==> config.mk <==
export PLATFORM = sky130hd
export DESIGN_NAME = gbts_ctrl
export DESIGN_NICKNAME = d
export VERILOG_FILES = /design/src/rtl/gbts_pkg.sv /design/src/rtl/gbts_ctrl.sv
export SDC_FILE = /design/constraint.sdc
export NUM_CORES = 1
export LEC_CHECK = 0
export BUFFER_PORTS_ARGS = -buffer_cell sky130_fd_sc_hd__buf_2
export CORE_MARGIN = 8
export CORE_UTILIZATION = 28
export DETAILED_ROUTE_END_ITERATION = 8
export PLACE_DENSITY = 0.55
export SKIP_CTS_REPAIR_TIMING = 1
export SLEW_MARGIN = 0
export SYNTH_ARGS = -nofsm -noshare
export SYNTH_HDL_FRONTEND = slang
export SYNTH_SLANG_ARGS = --single-unit
==> constraint.sdc <==
create_clock -name clk -period 1.72 [get_ports clk]
set_clock_uncertainty 0.1 [all_clocks]
set_input_delay 0.172 -clock clk [delete_from_list [all_inputs] [get_ports clk]]
set_output_delay 0.172 -clock clk [all_outputs]
set_load 0.05 [all_outputs]
==> src/rtl/gbts_pkg.sv <==
`timescale 1ns / 1ps

package gbts_pkg;

    // fixed field widths
    localparam int FUNC_W       = 3;
    localparam int BYTE_W       = 8;
    localparam int IDX_W        = 11;
    localparam int STAT_W       = 2;
    localparam int CAPACITY_DEF = 1024;

    // operation codes
    typedef enum logic [FUNC_W-1:0] {
        FN_INSERT = 3'd0,
        FN_ERASE  = 3'd1,
        FN_LEFT   = 3'd2,
        FN_RIGHT  = 3'd3,
        FN_SET    = 3'd4,
        FN_READ   = 3'd5
    } func_t;

    // result status codes
    typedef enum logic [STAT_W-1:0] {
        ST_DONE  = 2'd0,
        ST_FULL  = 2'd1,
        ST_NONE  = 2'd2,
        ST_RANGE = 2'd3
    } status_t;

    // controller states
    typedef enum logic [1:0] {
        S_IDLE,
        S_DECODE,
        S_MOVE,
        S_RESULT
    } state_t;

    // controller to datapath commands
    typedef struct packed {
        logic    latch_in;
        logic    do_insert;
        logic    do_erase;
        logic    do_read;
        logic    start_move;
        logic    move_step;
        logic    set_status;
        status_t status;
        logic    load_out;
    } dp_cmd_t;

    // datapath to controller status
    typedef struct packed {
        func_t func;
        logic  full;
        logic  at_start;
        logic  at_end;
        logic  idx_over_len;
        logic  idx_eq_gl;
        logic  idx_ge_len;
        logic  cnt_zero;
    } dp_flags_t;

endpackage

==> src/rtl/gbts_ctrl.sv <==
`timescale 1ns / 1ps

module gbts_ctrl (
    input  logic                clk,
    input  logic                rst_n,
    input  logic                in_valid,
    output logic                in_stall,
    output logic                out_valid,
    input  logic                out_stall,
    input  gbts_pkg::dp_flags_t flags,
    output gbts_pkg::dp_cmd_t   cmd
);
    import gbts_pkg::*;

    state_t state_reg, state_next;
    logic   out_valid_reg, out_valid_next;
    logic   slot_free;
    logic   accept;

    assign slot_free = ~out_valid_reg | ~out_stall;
    assign accept    = in_valid & ~in_stall;

    // command and handshake outputs
    always_comb
    begin
        cmd            = '0;
        cmd.status     = ST_NONE;
        in_stall       = 1'b1;
        out_valid_next = out_valid_reg & out_stall;
        case (state_reg)
            S_IDLE:
            begin
                in_stall     = 1'b0;
                cmd.latch_in = in_valid;
            end
            S_DECODE:
            begin
                cmd.set_status = 1'b1;
                case (flags.func)
                    FN_INSERT:
                    begin
                        if (flags.full)
                        begin
                            cmd.status = ST_FULL;
                        end
                        else
                        begin
                            cmd.do_insert = 1'b1;
                            cmd.status    = ST_DONE;
                        end
                    end
                    FN_ERASE:
                    begin
                        if (!flags.at_start)
                        begin
                            cmd.do_erase = 1'b1;
                            cmd.status   = ST_DONE;
                        end
                    end
                    FN_LEFT:
                    begin
                        if (!flags.at_start)
                        begin
                            cmd.start_move = 1'b1;
                            cmd.status     = ST_DONE;
                        end
                    end
                    FN_RIGHT:
                    begin
                        if (!flags.at_end)
                        begin
                            cmd.start_move = 1'b1;
                            cmd.status     = ST_DONE;
                        end
                    end
                    FN_SET:
                    begin
                        if (flags.idx_over_len)
                        begin
                            cmd.status = ST_RANGE;
                        end
                        else if (!flags.idx_eq_gl)
                        begin
                            cmd.start_move = 1'b1;
                            cmd.status     = ST_DONE;
                        end
                    end
                    FN_READ:
                    begin
                        if (flags.idx_ge_len)
                        begin
                            cmd.status = ST_RANGE;
                        end
                        else
                        begin
                            cmd.do_read = 1'b1;
                            cmd.status  = ST_DONE;
                        end
                    end
                    default:
                    begin
                        cmd.status = ST_NONE;
                    end
                endcase
            end
            S_MOVE:
            begin
                cmd.move_step = 1'b1;
            end
            S_RESULT:
            begin
                if (slot_free)
                begin
                    cmd.load_out   = 1'b1;
                    out_valid_next = 1'b1;
                    in_stall       = 1'b0;
                    cmd.latch_in   = in_valid;
                end
            end
            default:
            begin
                in_stall = 1'b1;
            end
        endcase
    end

    // next state
    always_comb
    begin
        state_next = state_reg;
        case (state_reg)
            S_IDLE:
            begin
                if (accept)
                begin
                    state_next = S_DECODE;
                end
            end
            S_DECODE:
            begin
                state_next = cmd.start_move ? S_MOVE : S_RESULT;
            end
            S_MOVE:
            begin
                if (flags.cnt_zero)
                begin
                    state_next = S_RESULT;
                end
            end
            S_RESULT:
            begin
                if (slot_free)
                begin
                    state_next = accept ? S_DECODE : S_IDLE;
                end
            end
            default:
            begin
                state_next = S_IDLE;
            end
        endcase
    end

    always_ff @(posedge clk or negedge rst_n)
    begin
        if (!rst_n)
        begin
            state_reg     <= S_IDLE;
            out_valid_reg <= 1'b0;
        end
        else
        begin
            state_reg     <= state_next;
            out_valid_reg <= out_valid_next;
        end
    end

    assign out_valid = out_valid_reg;

`ifndef SYNTHESIS
    // an accepted transfer is always decoded next
    a_accept_decode: assert property (@(posedge clk) disable iff (!rst_n)
        accept |=> state_reg == S_DECODE)
        else $error("accepted transfer not decoded");

    // a result never overwrites one still waiting downstream
    a_no_overwrite: assert property (@(posedge clk) disable iff (!rst_n)
        cmd.load_out |-> slot_free)
        else $error("result register overwritten");

    // every result load raises output valid
    a_load_valid: assert property (@(posedge clk) disable iff (!rst_n)
        cmd.load_out |=> out_valid)
        else $error("loaded result not presented");
`endif

endmodule

Word-level counts from Yosys, hierarchy flattened
Cells that the tools add are included.
- logic and storage cells: 57
- input port bits: 14
- memories: 0
- output and inout bits: 12
- RAM bits: 0
- flip-flop bits (word level): 3
- ROM bits: 0
- latch bits: 0
- shifts and indexed selects: 0
- muxes and demuxes: 34
- add/subtract/negate cells: 0
- div/mod/pow operators: 0
- reduce and logical (&&, ||, !) cells: 4
- $lt $le $gt $ge: 0
- bitwise gates (word level): 6
- multiply operators: 0
- equal/unequal tests: 11
- operators with widths (cell ; count):
    1-bit two-way mux ; 19
    2-bit two-way mux ; 8
    2-bit case mux with 5 select lines ; 1
    2-bit case mux with 4 select lines ; 1
    3-bit by 2-bit equality test with 1-bit output (second input constant) ; 2
    3-bit equality test (second input constant) ; 2
    2-bit != test (second input constant) ; 3
    2-bit equality test (second input constant) ; 2
    4-bit two-way mux ; 1
    1-bit case mux with 2 select lines ; 2
    3-bit by 1-bit equality test with 1-bit output (second input constant) ; 1
    3-bit zero test ; 1
    3-bit two-way mux ; 1
    1-bit NOT ; 3
    1-bit case mux with 3 select lines ; 1
    3-bit AND reduction ; 1
    1-bit bitwise AND ; 2
    2-bit by 1-bit equality test with 1-bit output (second input constant) ; 1
    2-bit zero test ; 1
    2-bit OR reduction ; 1
    1-bit OR ; 1

Depth between registers and ports, before layout
Gate-level depths: netlist of run 1.
- depth in word-level cells: 9
- depth in mapped cells: 6

Worst setup path before layout of run 1
OpenSTA, ideal clock, no wires.
- path type: register to output
- start point: register state_reg[1]
- end point: output port cmd[7] (netlist name)
- cell stages (with the launch flop): 5
- setup slack: -1393 ps
- arrival time: 2841 ps
- data required time: 1448 ps
- cells stage by stage: dfrtp_1 > inv_1 > ha_1 > nand2b_1 > nor4b_1
- RTL lines (item ; RTL line ; source):
    start: declaration ; gbts_ctrl.sv:15 ; state_t state_reg, state_next;
    start signal: assignment ; gbts_ctrl.sv:173 ; state_reg <= state_next;
    end: declaration ; gbts_ctrl.sv:11 ; output gbts_pkg::dp_cmd_t cmd

==> results of run 1 <==
per-layer routing:
metal  vias up  GRT usage (%)  wire, um
met2        21           16.2       653
met1       204           10.6       523
li1        233              -         -
met4         0           6.30        14
met5         -              0         0
met3         2           3.58       139
power breakdown:
part           switching [mW]  internal, mW
Clock                  0.0375        0.0870
Sequential             0.0628         0.117
Combinational           0.623         0.315
cells in the mapped netlist, types with 2 or more instances:
cell,number
ha_1,5
inv_1,5
nor2_1,5
dfrtp_1,3
nand2_1,3
nand2b_1,3
nand3_1,3
o21ai_0,3
a21oi_1,2
worst max-delay path, stage by stage, from the launching register on:
cell and delay, ns:
dfrtp_2 0.44, inv_4 0.09, ha_4 0.15, nand2b_4 0.10, nor4b_4 0.27, buf_6 0.19
cells by family (layout without fill, tap and decap cells):
logic type	after synthesis	in the layout	synth area share, %
compound gates	10	10	18.8
xor+xnor	1	1	2.19
fa+ha+maj	5	5	15.6
buf+inv	6	36	7.50
flops	3	3	18.7
mux	1	1	2.50
simple gates	22	22	34.7
worst max path at each step:
| stage | depth (start not counted) | slack (ns) | end |
|---|---|---|---|
| floorplan | 4 | -0.08 | cmd[7] |
| global placement | 5 | 0.10 | cmd[7] |
| detailed placement | 5 | 0.09 | cmd[7] |
| CTS | 5 | -0.17 | cmd[9] |
| global route | 5 | -0.11 | cmd[7] |
| finish | 5 | -0.04 | cmd[7] |
area by class of cell:
cell class,instances,area [um^2]
Timing Repair Buffer,27,166
Inverter,5,21.3
Tap cell,15,18.8
Multi-Input combinational cell,39,390
Clock buffer,4,26.3
Fill cell,126,616
Sequential cell,3,78.8
per-stage QoR:
step | TNS [ns] | setup WS (ns) | instances | hold slack [ns] | instance area, um^2
floorplan | -0.103 | -0.0768 | 48 | -0.224 | 482
global placement | 0 | 0.105 | 87 | -0.132 | 614
detailed placement | 0 | 0.0892 | 87 | -0.131 | 614
CTS | -0.420 | -0.166 | 91 | -0.378 | 641
global route | -0.159 | -0.110 | 93 | 0.115 | 702
finish | -0.0392 | -0.0392 | 93 | 0.0960 | 702
==> results.ini, run 1 <==
[status]
outcome = finished with violations
violations = negative setup slack

[clock_tree]
cts_sinks = 3
tritoncts = done
cts_root_buf = clkbuf_4
htree_levels = 1
cts_buffer_depth = 2
clk_pin_slew_ns = 0.04
clk_latency_ns = 0.23
cts_buffers = 3

[synthesis]
synth_flop_cell = dfrtp_1
syn_area_um2 = 400
ys_seq_area_share_pct = 18.8
async_reset_ff_share_pct = 100
synth_top_area_cell = dfrtp_1
synth-seq-cells = 3
synth_edf_count = 0
ys_warn_count = 0
yosys.area.top_type_share_pct = 18.8
yosysUniqueCellTypes = 25
yosys-top-cells-area = dfrtp_1, ha_1, nor4_4
syn_avg_cell_area_um2 = 8.34
synthCells = 48
synth_nets = 67

[cells_and_area]
final_util_pct = 53.3
layout.nets = 98
drive_above_1_share_pct = 62.8
layout.cells.most_common = buf_2
largest_reg_flops = 2
syn2layout_area_growth_pct = 75.3
most-common-layout-cells = buf_2, nor2_1, clkbuf_4
num_antenna_cells = 0

[power]
power_mw = 1.24
power.leakage_nw = 0.322
peakVddDrop_mv = 1.23
cellPowerDensity_mw_per_mm2 = 1770

[global_routing]
grt_pass1_vias = 486
grt_usage_pct = 9.92
grt_max_degree = 11
antenna_found_initial = 0
overflow = 0
grt_pass1_wl_um = 2120

[setup_path]
critPathLaunch = state_reg[1]
worst_setup_path_end_kind = primary output
path_class = reg2out
worst_ep_arrival_time_ns = 1.49
worst_setup_path_start_kind = register
rr_worst_depth = 6
critPathMaxFanout = 4
rr_startpoint = state_reg[0]
cp.required_ns = 1.45
worstReg2RegEnd = state_reg[1]
r2r_slack_ns = 0.26

[floorplanning]
start_util_pct = 30.4
die-height_um = 53.8
die_x_um = 53.8
ios = 26
die_area_mm2 = 0.00290
coreArea_mm2 = 0.00132
fp-row-count = 13

[timing]
period_needed_ns = 1.76
fmaxAchievable_mhz = 568
rsz0062_at_grt = true
worst_slack_ns = -0.0392
fin_crit_sh_pct = 102
worstMarginPinSlew_ns = 0.242
finalHoldViolCount = 0
slew_headroom_pct = 83.7
setup_viol = 1
drv_slew = 0

[routing]
num_vias = 460
vias_per_cell = 4.95
routedWlPerCell_um = 14.3
antenna_left = 0
dr.pass1.iters = 3
drtIter0Drc = 7
post-route-drc-count = 0
finalWirelength_um = 1330

[place]
hpwl_um = 1030
place_congestion = 0.728
port_buffers = 25

[hold_path]
hold_path_class = in2reg
min-delay-start = out_stall
min_to = out_valid
hold_depth = 3

[job]
max-cap-violations = 0

Power figures use the tool's default switching activity.
==> run 2, diff against run 1 <==
==> constraint.sdc (replaced) <==
create_clock -name clk -period 2.25 [get_ports clk]
set_clock_uncertainty 0.1 [all_clocks]
set_input_delay 0.225 -clock clk [delete_from_list [all_inputs] [get_ports clk]]
set_output_delay 0.225 -clock clk [all_outputs]
set_load 0.05 [all_outputs]
==> results.ini, run 2 (synthesis gave the netlist of run 1 again) <==
[routing]
drtIter0Drc = 3
routedWlPerCell_um = 11.9
num_vias = 424
post-route-drc-count = 0
dr.pass1.iters = 4
antenna_left = 0
finalWirelength_um = 1090
vias_per_cell = 4.61

[timing]
slew_headroom_pct = 81.6
rsz0062_at_grt = false
setup_viol = 0
fin_crit_sh_pct = 88.7
finalHoldWorstSlack_ns = 0.153
fmaxAchievable_mhz = 501
period_needed_ns = 2.00
drv_slew = 0
finalHoldViolCount = 0
worstMarginPinSlew_ns = 0.275

[hold_path]
hold_path_class = in2reg

[clock_tree]
cts_buffer_depth = 2
htree_levels = 1
cts_buffers = 3
cts_sinks = 3
clk_pin_slew_ns = 0.04
tritoncts = done
cts_root_buf = clkbuf_4
clk_latency_ns = 0.23

[setup_path]
cp.required_ns = 1.92
worst_setup_path_end_kind = primary output
path_class = reg2out
critPathMaxFanout = 5
critPathTopFamily = buffers and inverters
cp_slowest_cell = dfrtp_1
worst_setup_path_start_kind = register
crit_chain = inv_1, ha_1, nand2b_1, nor4b_2, buf_2
path_buf_inv = 2
worst_ep_arrival_time_ns = 1.67
max_stage_delay_ns = 0.39

[cells_and_area]
fillCellCount = 141
syn2layout_area_growth_pct = 49.4
layout.nets = 97
largest_reg_flops = 2
drive_above_1_share_pct = 46.8
layout.cells.most_common = buf_2
instances_no_fill = 92
most-common-layout-cells = buf_2, inv_1, nor2_1, ha_1
final_util_pct = 45.4
num_antenna_cells = 0

[place]
dp_cells = 87
port_buffers = 25
hpwl_um = 950
place_congestion = 0.722

[status]
outcome = complete, no violations

[floorplanning]
coreArea_mm2 = 0.00132
ios = 26
die-height_um = 53.8
die_x_um = 53.8
die_area_mm2 = 0.00290
fp-row-count = 13
start_util_pct = 30.4

[power]
power_uw = 812
cellPowerDensity_mw_per_mm2 = 1360
power.leakage_nw = 0.301
peakVddDrop_mv = 0.573

[global_routing]
grt_pass1_wl_um = 1770
grt_max_degree = 11
antenna_found_initial = 0
grt_usage_pct = 7.87
overflow = 0
grt_pass1_vias = 433

[job]
max-cap-violations = 0

-- run 2: routing by layer --
layer | global-route usage (%) | wire length [um] | vias to the layer above
li1 | - | - | 230
met1 | 10.6 | 576 | 183
met2 | 11.2 | 459 | 11
met3 | 2.20 | 57 | 0
met4 | 3.78 | 0 | 0
met5 | 0 | 0 | -
-- run 2: where the power goes --
group / total, mW / switching (mW) / internal [mW] / leakage [nW]
Clock: 0.0916 / 0.0253 / 0.0663 / 0.0150
Combinational: 0.613 / 0.444 / 0.169 / 0.251
Sequential: 0.108 / 0.0234 / 0.0842 / 0.0349
Total: 0.812 / 0.493 / 0.320 / 0.301
-- run 2: path summary, 6_finish.rpt --
| kind | end | cells after the start | slack (ns) | startpoint |
|---|---|---|---|---|
| worst max-delay path | cmd[7] | 5 | 0.25 | state_reg[1] |
| worst max register to register | state_reg[0] | 4 | 0.77 | state_reg[0] |
| worst min register to register | out_valid | 2 | 0.43 | out_valid |
| max in group asynchronous | state_reg[0] | 2 | 1.72 | rst_n |
| worst min-delay path | out_valid | 3 | 0.15 | out_stall |
| min in group asynchronous | out_valid | 2 | 0.23 | rst_n |
-- run 2: area by class of cell --
class                   instances  area [um^2]  share of cell area (%)
clock buffers                   4         26.3                    4.39
inverters                       5         18.8                    3.14
multi-input cells              39          324                    54.2
flip-flops and latches          3         75.1                    12.6
well taps                      15         18.8                    3.14
repair buffers                 26          135                    22.6
-- run 2: worst register-to-register path: cells and delay by family (launching register included) --
| family | cells | cell delay, ns |
|---|---|---|
| AOI/OAI and AO/OA | 2 | 0.44 |
| DFF | 1 | 0.40 |
| adders and majority gates | 1 | 0.24 |
| and+or+nand+nor | 1 | 0.17 |
-- run 2: through the flow --
stage	instance area (um^2)	setup WS [ns]	TNS, ns
after CTS	588	0.226	0
after global placement	562	0.539	0
after detailed placement	562	0.485	0
final	598	0.255	0
after floorplan	429	-0.264	-0.465
after global routing	598	0.0817	0
==> run 3, diff against run 2 <==
--- a/config.mk
+++ b/config.mk
@@ -5,11 +5,12 @@
 export SDC_FILE = /design/constraint.sdc
 export NUM_CORES = 1
 export LEC_CHECK = 0
+export ABC_AREA = 1
 export BUFFER_PORTS_ARGS = -buffer_cell sky130_fd_sc_hd__buf_2
 export CORE_MARGIN = 8
 export CORE_UTILIZATION = 28
 export DETAILED_ROUTE_END_ITERATION = 8
-export PLACE_DENSITY = 0.55
+export PLACE_DENSITY = 0.54
 export SKIP_CTS_REPAIR_TIMING = 1
 export SLEW_MARGIN = 0
 export SYNTH_ARGS = -nofsm -noshare
==> results.ini, run 3 <==
[synthesis]
synth.most_common_cell = nand2_1
syn_area_um2 = 418
yosysUniqueCellTypes = 15
synth_edf_count = 0
yosys-top-cells-area = dfrtp_1, nand2_1, ha_1
synth_nets = 90
ys_warn_count = 0
synth_commonest_cells = nand2_1, inv_1, nor2_1
ys_seq_area_share_pct = 18.0
synth-seq-cells = 3
async_reset_ff_share_pct = 100
yosys.area.top_type_share_pct = 18.0
synth_flop_cell = dfrtp_1
synth_top_area_cell = dfrtp_1
syn_avg_cell_area_um2 = 5.89
synthCells = 71

[cells_and_area]
drive_above_1_share_pct = 32.0
layout.cells.most_common = buf_2
most-common-layout-cells = buf_2, nand2_1, inv_1
largest_reg_flops = 2
fillCellCount = 158
final_util_pct = 41.2
stdcell_area_um2 = 599
num_antenna_cells = 0
layout.nets = 120
syn2layout_area_growth_pct = 43.4

[setup_path]
worst_setup_path_end_kind = primary output
crit_chain = inv_1, ha_1, inv_1, a21oi_1, nand4_1, buf_2
critPathLaunch = state_reg[1]
max_stage_delay_ns = 0.39
critPathMaxFanout = 7
worst_ep_arrival_time_ns = 1.56
rr_worst_depth = 6
worstReg2RegEnd = state_reg[0]
cp.required_ns = 1.92
r2r_slack_ns = 0.75
path_class = reg2out
crit_end = cmd[2]
cp_slowest_cell = dfrtp_1
cpMostUsedCell = inv_1
rr_startpoint = state_reg[0]
worst_setup_path_start_kind = register

[clock_tree]
cts_buffers = 3
htree_levels = 1
cts_root_buf = clkbuf_4
cts_buffer_depth = 2
tritoncts = done
cts_sinks = 3
clk_pin_slew_ns = 0.03
clk_latency_ns = 0.23

[routing]
post-route-drc-count = 0
antenna_left = 0
finalWirelength_um = 1160
num_vias = 507
vias_per_cell = 4.37
drtIter0Drc = 14
dr.pass1.iters = 2
routedWlPerCell_um = 9.97

[global_routing]
grt_max_degree = 10
overflow = 0
gr-usage-met2_pct = 13.0
grt.met1_usage_pct = 9.71
grt_usage_pct = 7.80
grt_pass1_wl_um = 1790
met3_usage_pct = 0.815
antenna_found_initial = 0
grt_pass1_vias = 462
top_usage_layer = met2

[timing]
setup_viol = 0
slew_headroom_pct = 78.4
fin_crit_sh_pct = 83.8
finalHoldViolCount = 0
rsz0062_at_grt = false
fmaxAchievable_mhz = 530
worstMarginPinSlew_ns = 0.322
drv_slew = 0
period_needed_ns = 1.89
setup_tns_ns = 0

[place]
place_congestion = 0.744
port_buffers = 25
hpwl_um = 1020
placed_cell_area_um2 = 563

[floorplanning]
die_area_mm2 = 0.00298
start_util_pct = 28.7
ios = 26
coreArea_mm2 = 0.00145
fp-row-count = 14
die-height_um = 54.6
die_x_um = 54.6

[hold_path]
min-delay-start = out_stall
hold_path_class = in2reg

[power]
cellPowerDensity_mw_per_mm2 = 1340
power_uw = 805
power.leakage_nw = 0.365
peakVddDrop_mv = 0.541

[status]
outcome = complete, no violations

[job]
max-cap-violations = 0

-- run 3: worst min path at each step --
stage,depth (start not counted),slack (ns),end
6_report,3,0.16,out_valid
3_3_place_gp,1,-0.08,out_valid
4_1_cts,1,-0.32,out_valid
3_5_place_dp,1,-0.08,out_valid
2_1_floorplan,0,-0.17,out_valid
5_1_grt,3,0.19,out_valid
-- run 3: layout make-up --
class,count,area [um^2],share of cell area [%]
sequential,3,75.1,12.5
multi-input combinational,53,290,48.4
inverter,14,52.6,8.77
timing repair buffer,26,135,22.5
clock buffer,4,26.3,4.38
tap,16,20.0,3.34
-- run 3: through the flow --
stage / std cells / hold WS [ns] / worst slack [ns]
finish: 116 / 0.163 / 0.364
floorplan: 71 / -0.171 / 0.0676
detailed placement: 111 / -0.0768 / 0.607
CTS: 115 / -0.322 / 0.352
global route: 116 / 0.188 / 0.219
global placement: 111 / -0.0781 / 0.626
-- run 3: layer usage --
layer  vias up  share of wire [%]
met1       216                 46
met5         -                  0
met4         0                  0
met3         0                2.1
met2         5                 52
li1        286                  -
-- run 3: logic make-up (layout without fill, tap and decap cells) --
family	Yosys count	in the layout	share of synthesized area (%)
adders and majority gates	5	5	15.0
AOI/OAI and AO/OA	8	8	10.2
and+or+nand+nor	40	40	43.1
DFF	3	3	18.0
buffers and inverters	15	44	13.8
-- run 3: worst max-delay path, delay by kind of cell (launching register included) --
family / cells / cell delay [ns]
simple gates: 1 / 0.10
compound gates: 1 / 0.13
buf+inv: 3 / 0.44
fa+ha+maj: 1 / 0.28
flops: 1 / 0.39
-- run 3: power by group --
group | total [mW] | internal (mW) | switching [mW]
clock network | 0.0902 | 0.0662 | 0.0240
registers | 0.105 | 0.0845 | 0.0206
logic | 0.609 | 0.156 | 0.453
